File: src/rtl/core/terrain_quad_brush_elevate_defines.svh
// ----------------------------------------------------------------------------
// terrain quad brush elevate assertion macros
// shared property forms for the block's checks
// ----------------------------------------------------------------------------
`ifndef TERRAIN_QUAD_BRUSH_ELEVATE_DEFINES_SVH
`define TERRAIN_QUAD_BRUSH_ELEVATE_DEFINES_SVH

// same-cycle implication, checked out of reset
`define TQBE_ASSERT_NOW(lbl, ante, cons, msg) \
  lbl: assert property (@(posedge clk) disable iff (!rst_n) (ante) |-> (cons)) else $error(msg);

// next-cycle implication, checked out of reset
`define TQBE_ASSERT_NEXT(lbl, ante, cons, msg) \
  lbl: assert property (@(posedge clk) disable iff (!rst_n) (ante) |=> (cons)) else $error(msg);

`endif

File: src/rtl/core/tqbe_pkg.sv
// ----------------------------------------------------------------------------
// tqbe_pkg
// types, widths and latencies shared by the brush elevate block
// ----------------------------------------------------------------------------
`timescale 1ns / 1ps

package tqbe_pkg;

  localparam int CW    = 24;          // coordinate and height width
  localparam int RW    = 23;          // radius width
  localparam int R2W   = 2 * RW;      // squared radius
  localparam int NW    = 16;          // normal component width
  localparam int DW    = CW + 1;      // difference width
  localparam int PW    = 2 * DW;      // product width
  localparam int XW    = PW + 1;      // cross component width
  localparam int MW    = XW - 1;      // cross magnitude width
  localparam int AW    = 30;          // normalized magnitude width
  localparam int SW    = 2 * AW + 2;  // sum of squares width
  localparam int LW    = AW + 1;      // length width
  localparam int QW    = 15;          // quotient width
  localparam int NUMW  = AW + QW + 1; // dividend width
  localparam int DVW   = LW + 1;      // divisor width
  localparam int SHW   = 5;           // normalizing shift width
  localparam int IXW   = 2;           // register index width
  localparam int LANES = 4;

  localparam int LANE_LAT  = 3;
  localparam int FRONT_LAT = 8;
  localparam int NRM_LAT   = FRONT_LAT + LW + QW + 1;
  localparam int TOT_LAT   = LANE_LAT + NRM_LAT + 1;

  localparam logic [IXW-1:0] REG_CX     = 2'd0;
  localparam logic [IXW-1:0] REG_CZ     = 2'd1;
  localparam logic [IXW-1:0] REG_RADIUS = 2'd2;
  localparam logic [IXW-1:0] REG_RAISE  = 2'd3;

  localparam logic signed [CW-1:0] HMAX    = 24'sh7FFFFF;
  localparam logic signed [CW-1:0] HMIN    = 24'sh800000;
  localparam logic signed [NW-1:0] NRM_ONE = 16'sd16384;

  typedef struct packed {
    logic signed [CW-1:0] v0_x;
    logic signed [CW-1:0] v0_height;
    logic signed [CW-1:0] v0_z;
    logic signed [CW-1:0] v1_x;
    logic signed [CW-1:0] v1_height;
    logic signed [CW-1:0] v1_z;
    logic signed [CW-1:0] v2_x;
    logic signed [CW-1:0] v2_height;
    logic signed [CW-1:0] v2_z;
    logic signed [CW-1:0] v3_x;
    logic signed [CW-1:0] v3_height;
    logic signed [CW-1:0] v3_z;
  } in_word_t;

  typedef struct packed {
    logic signed [CW-1:0] new_height0;
    logic signed [CW-1:0] new_height1;
    logic signed [CW-1:0] new_height2;
    logic signed [CW-1:0] new_height3;
    logic signed [NW-1:0] first_normal_x;
    logic signed [NW-1:0] first_normal_y;
    logic signed [NW-1:0] first_normal_z;
    logic signed [NW-1:0] second_normal_x;
    logic signed [NW-1:0] second_normal_y;
    logic signed [NW-1:0] second_normal_z;
  } out_word_t;

  typedef struct packed {
    logic signed [CW-1:0] x;
    logic signed [CW-1:0] h;
    logic signed [CW-1:0] z;
  } vtx_t;

  typedef struct packed {
    logic signed [NW-1:0] x;
    logic signed [NW-1:0] y;
    logic signed [NW-1:0] z;
  } nrm_t;

endpackage

File: src/rtl/core/tqbe_lane.sv
// ----------------------------------------------------------------------------
// tqbe_lane
// one vertex: radius test against the brush and saturated raise
// ----------------------------------------------------------------------------
`timescale 1ns / 1ps

module tqbe_lane (
  input  logic                          clk,
  input  tqbe_pkg::vtx_t                vtx_i,
  input  logic signed [tqbe_pkg::CW-1:0] cx,
  input  logic signed [tqbe_pkg::CW-1:0] cz,
  input  logic [tqbe_pkg::R2W-1:0]      r2,
  input  logic signed [tqbe_pkg::CW-1:0] raise,
  output tqbe_pkg::vtx_t                vtx_o
);
  import tqbe_pkg::*;

  vtx_t                 s1_r, s2_r, out_r;
  logic signed [DW-1:0] dx_r, dz_r;
  logic signed [PW-1:0] sqx_r, sqz_r;
  logic [PW:0]          d2;
  logic signed [DW-1:0] hsum;
  logic signed [CW-1:0] hsat;
  logic                 inside_brush;

  always_ff @(posedge clk) begin
    s1_r  <= vtx_i;
    dx_r  <= {vtx_i.x[CW-1], vtx_i.x} - {cx[CW-1], cx};
    dz_r  <= {vtx_i.z[CW-1], vtx_i.z} - {cz[CW-1], cz};
    s2_r  <= s1_r;
    sqx_r <= dx_r * dx_r;
    sqz_r <= dz_r * dz_r;
    out_r <= s2_r;
    if (inside_brush) begin
      out_r.h <= hsat;
    end
  end

  always_comb begin
    d2           = {1'b0, sqx_r} + {1'b0, sqz_r};
    inside_brush = d2 <= {{(PW + 1 - R2W){1'b0}}, r2};
    hsum         = {s2_r.h[CW-1], s2_r.h} + {raise[CW-1], raise};
    if (hsum[DW-1] != hsum[DW-2]) begin
      hsat = hsum[DW-1] ? HMIN : HMAX;
    end else begin
      hsat = hsum[CW-1:0];
    end
  end

  assign vtx_o = out_r;

endmodule

File: config.mk
export PLATFORM = sky130hd
export DESIGN_NAME = tqbe_lane
export DESIGN_NICKNAME = d
export VERILOG_FILES = /design/src/rtl/core/terrain_quad_brush_elevate_defines.svh /design/src/rtl/core/tqbe_pkg.sv /design/src/rtl/core/tqbe_lane.sv
export SDC_FILE = /design/constraint.sdc
export NUM_CORES = 2
export LEC_CHECK = 0
export BUFFER_PORTS_ARGS = -buffer_cell sky130_fd_sc_hd__buf_2
export CELL_PAD_IN_SITES_DETAIL_PLACEMENT = 1
export CELL_PAD_IN_SITES_GLOBAL_PLACEMENT = 2
export CORE_AREA = 2 2 504 256
export DETAILED_ROUTE_END_ITERATION = 7
export DIE_AREA = 0 0 506 258
export PLACE_DENSITY_LB_ADDON = 0.05
export SETUP_SLACK_MARGIN = 0.5
export SYNTH_ARGS = -nofsm -noshare
export SYNTH_HDL_FRONTEND = slang
export SYNTH_SLANG_ARGS = --single-unit
File: constraint.sdc
create_clock -name clk -period 18.13 [get_ports clk]
set_clock_uncertainty 0.15 [all_clocks]
set_input_delay 3.626 -clock clk [delete_from_list [all_inputs] [get_ports clk]]
set_output_delay 3.626 -clock clk [all_outputs]
set_load 0.01 [all_outputs]
==> run_summary.xml <==
<?xml version="1.0" encoding="UTF-8"?>
<metrics>
  <group name="run_status">
    <metric name="status" unit="">finished, violations left</metric>
    <metric name="violations" unit="">max-capacitance violations, max-slew violations</metric>
  </group>
  <group name="setup_path">
    <metric name="critPathCaptureType" unit="">flop</metric>
    <metric name="worst_ep_arrival_time" unit="ns">9.65</metric>
    <metric name="cp_top_family" unit="">simple AND/OR/NAND/NOR gates</metric>
    <metric name="worstSetupStartpointType" unit="">flop</metric>
    <metric name="crit_required" unit="ns">18.45</metric>
    <metric name="critPathMaxStageDelay" unit="ns">1.36</metric>
    <metric name="timing.setup.critical_path_class" unit="">reg2reg</metric>
    <metric name="critical_path.max_fanout" unit="">24</metric>
    <metric name="worstReg2RegStart" unit="">sqz_r[3]$_DFF_P_</metric>
    <metric name="crit_start" unit="">sqz_r[3]$_DFF_P_</metric>
    <metric name="crit_chain" unit="">ha_1, a211oi_1, o21a_1, o41ai_4, nor2_1, o21ai_1, nand2_1, nand2_1, a21oi_1, xnor2_1, ha_1, nand4_1, nor4_2, buf_4, nor4b_1, nand4_1, o21ai_0, nor3_1, o21ai_0, and3_4, nand4_4, mux2_2</metric>
    <metric name="slowest_stage_cell_cp" unit="">sky130_fd_sc_hd__nor4b_1</metric>
    <metric name="critical_path.n_buffers_inverters" unit="">1</metric>
  </group>
  <group name="clock_network">
    <metric name="htree_levels" unit="">2</metric>
    <metric name="clock_sink_count" unit="">364</metric>
    <metric name="cts_buffers" unit="">40</metric>
    <metric name="cts.hold.buffers_added" unit="">0</metric>
    <metric name="tritoncts" unit="">done</metric>
    <metric name="cts.path.max_buffers" unit="">3</metric>
    <metric name="clk_root_buffer_cell" unit="">sky130_fd_sc_hd__clkbuf_16</metric>
    <metric name="clk_pin_slew" unit="ns">0.07</metric>
    <metric name="insertion_delay" unit="ns">0.64</metric>
    <metric name="postCtsResizedCells" unit="">0</metric>
    <metric name="postCtsSetupRepairBufs" unit="">0</metric>
  </group>
  <group name="finish">
    <metric name="final_cell_area" unit="µm²">60900</metric>
    <metric name="fillerInstances" unit="">14419</metric>
    <metric name="multiInputGateArea" unit="µm²">42700</metric>
    <metric name="fraction_of_final_layout_cells_with_drive_strength_greater_than_1" unit="%">6.95</metric>
    <metric name="finalNetCount" unit="">7934</metric>
    <metric name="final_cell_mix" unit="">sky130_fd_sc_hd__inv_1 (1548), sky130_fd_sc_hd__fa_1 (1220), sky130_fd_sc_hd__ha_1 (465)</metric>
    <metric name="layout.area.seq" unit="µm²">7290</metric>
    <metric name="layout-area-overhead-vs-synth" unit="%">8.13</metric>
    <metric name="layout.cells.most_common" unit="">sky130_fd_sc_hd__inv_1</metric>
  </group>
  <group name="synth">
    <metric name="synth_edf_count" unit="">0</metric>
    <metric name="yosysSeqAreaShare" unit="%">12.9</metric>
    <metric name="synth_seq_cells" unit="">364</metric>
    <metric name="syn_nets" unit="">7733</metric>
    <metric name="synth-async-reset-ratio" unit="%">0</metric>
    <metric name="synth_top_flop_cell" unit="">sky130_fd_sc_hd__dfxtp_1</metric>
    <metric name="netlist_area" unit="µm²">56400</metric>
    <metric name="post_synth_num_cell_types" unit="">84</metric>
    <metric name="syn_inst" unit="">5857</metric>
    <metric name="synth_warnings" unit="">0</metric>
    <metric name="synthesis.area_per_instance" unit="µm²">9.62</metric>
  </group>
  <group name="grt">
    <metric name="maximum_number_of_pins_on_one_net_before_global_route_repair" unit="">50</metric>
    <metric name="grt_overflow" unit="">0</metric>
    <metric name="vias_in_the_first_global_route" unit="">43755</metric>
    <metric name="grt_antenna_before_repair" unit="">5</metric>
    <metric name="global_route_wire_length_before_repair" unit="mm">262</metric>
    <metric name="grt.total_usage" unit="%">26.4</metric>
  </group>
  <group name="routing">
    <metric name="via_count" unit="">39237</metric>
    <metric name="totalWireLength" unit="mm">166</metric>
    <metric name="drt_iter0_drc" unit="">2475</metric>
    <metric name="vias_per_cell" unit="">5.03</metric>
    <metric name="wl_per_cell" unit="µm">21.2</metric>
    <metric name="detailedRoute.firstPassIterationCount" unit="">5</metric>
    <metric name="antenna_violating_nets_post_route" unit="">0</metric>
    <metric name="remaining_drc_errors" unit="">0</metric>
  </group>
  <group name="hold_path">
    <metric name="hold_start" unit="">s2_r[54]$_DFF_P_</metric>
    <metric name="min-delay-path-class" unit="">reg2reg</metric>
  </group>
  <group name="timing">
    <metric name="max_freq" unit="MHz">107</metric>
    <metric name="timing.max_slew.rel_slack" unit="%">-15.8</metric>
    <metric name="setup_total_negative_slack" unit="ns">0</metric>
    <metric name="maxSlewViolCount" unit="">3</metric>
    <metric name="grt_setup_unrepaired" unit="">no</metric>
    <metric name="finalHoldViolations" unit="">0</metric>
    <metric name="fin_crit" unit="ns">9.33</metric>
    <metric name="final.period_utilization" unit="%">51.5</metric>
    <metric name="worst_slew_pin_slew" unit="ns">1.71</metric>
    <metric name="final-setup-viol-count" unit="">0</metric>
  </group>
  <group name="place">
    <metric name="io_buf_count" unit="">262</metric>
    <metric name="detailed_place_hpwl" unit="mm">142</metric>
    <metric name="dpl-instance-area" unit="µm²">59600</metric>
    <metric name="gp_routability_congestion" unit="">0.920</metric>
  </group>
  <group name="die">
    <metric name="die_y" unit="µm">258</metric>
    <metric name="die_width" unit="µm">506</metric>
    <metric name="floorplan.core_area" unit="µm²">127000</metric>
    <metric name="start_util" unit="%">44.4</metric>
    <metric name="die-area" unit="µm²">131000</metric>
    <metric name="floorplan.rows" unit="">93</metric>
    <metric name="io_pins" unit="">263</metric>
  </group>
  <group name="job">
    <metric name="max-cap-violations" unit="">1</metric>
  </group>
</metrics>
==> Yosys cell counts (52+ instances only) <==
master / count / share of area (%)
sky130_fd_sc_hd__a21o_1: 96 / 1.3
sky130_fd_sc_hd__a21oi_1: 205 / 1.8
sky130_fd_sc_hd__and2_1: 259 / 2.9
sky130_fd_sc_hd__clkbuf_1: 154 / 1.0
sky130_fd_sc_hd__dfxtp_1: 364 / 13
sky130_fd_sc_hd__fa_1: 1220 / 43
sky130_fd_sc_hd__ha_1: 465 / 10
sky130_fd_sc_hd__inv_1: 1548 / 10
sky130_fd_sc_hd__nand2_1: 456 / 3.0
sky130_fd_sc_hd__nand3_1: 52 / 0.46
sky130_fd_sc_hd__nor2_1: 171 / 1.1
sky130_fd_sc_hd__nor2b_1: 54 / 0.60
sky130_fd_sc_hd__o21ai_0: 130 / 1.2
sky130_fd_sc_hd__xnor2_1: 155 / 2.4
sky130_fd_sc_hd__xor2_1: 62 / 0.96
==> cell type report <==
type	count	share of cell area (%)
inverter	1548	9.54
tap	1710	3.51
sequential	364	12.0
multi-input combinational	3787	70.0
clock inverter	20	0.298
timing repair buffer	317	2.83
clock buffer	52	1.85
antenna	3	0.0123
==> flip-flops by register name, summed over array words and instances, names as in the netlist <==
name	flops
s1_r	72
sqx_r	49
s2_r	72
sqz_r	49
vtx_o	72
dz_r	25
dx_r	25
==> cells by family (layout without fill, tap and decap cells) <==
logic type / count (synthesis) / in the layout / synth area share (%)
buffers and inverters: 1706 / 1937 / 11.4
adders and majority gates: 1685 / 1685 / 53.7
and+or+nand+nor: 1177 / 1177 / 10.2
AOI/OAI and AO/OA: 677 / 677 / 7.84
DFF: 364 / 364 / 12.9
xor gates and xnor gates: 218 / 218 / 3.40
muxes: 30 / 30 / 0.542
other: 0 / 3 / 0
==> layer usage <==
metal  share of wire, %  routed length, µm  global-route usage (%)  vias up
met5              0.012                 20                       0        -
met4                1.5               2550                    4.00        2
met3                8.8              14600                    7.69       98
met2                 37              61800                    34.2      940
met1                 52              86600                    43.1    20137
li1                   -                  -                       -    18060
==> per-stage QoR <==
step / instances / setup slack, ns / hold slack [ns] / utilization (%)
after floorplan: 5857 / 10.43 / 0.160 / -
after global placement: 7725 / 7.93 / 0.160 / 47.0
after detailed placement: 7726 / 8.97 / 0.163 / 47.0
after CTS: 7798 / 9.33 / 0.173 / 48.0
after global routing: 7799 / 8.70 / 0.176 / 48.0
final: 7801 / 8.80 / 0.174 / 48.0
==> path summary, 6_finish.rpt <==
check / to / slack [ns] / depth (start not counted)
worst max register to register: vtx_o[31]$_DFF_P_ / 8.80 / 22
worst max-delay path: vtx_o[31]$_DFF_P_ / 8.80 / 22
worst min register to register: vtx_o[54]$_DFF_P_ / 0.17 / 0
worst min-delay path: vtx_o[54]$_DFF_P_ / 0.17 / 0
Power is left out: the tool's default activity adds up to more than one toggle a clock period on the data nets, which glitch-free logic cannot reach.
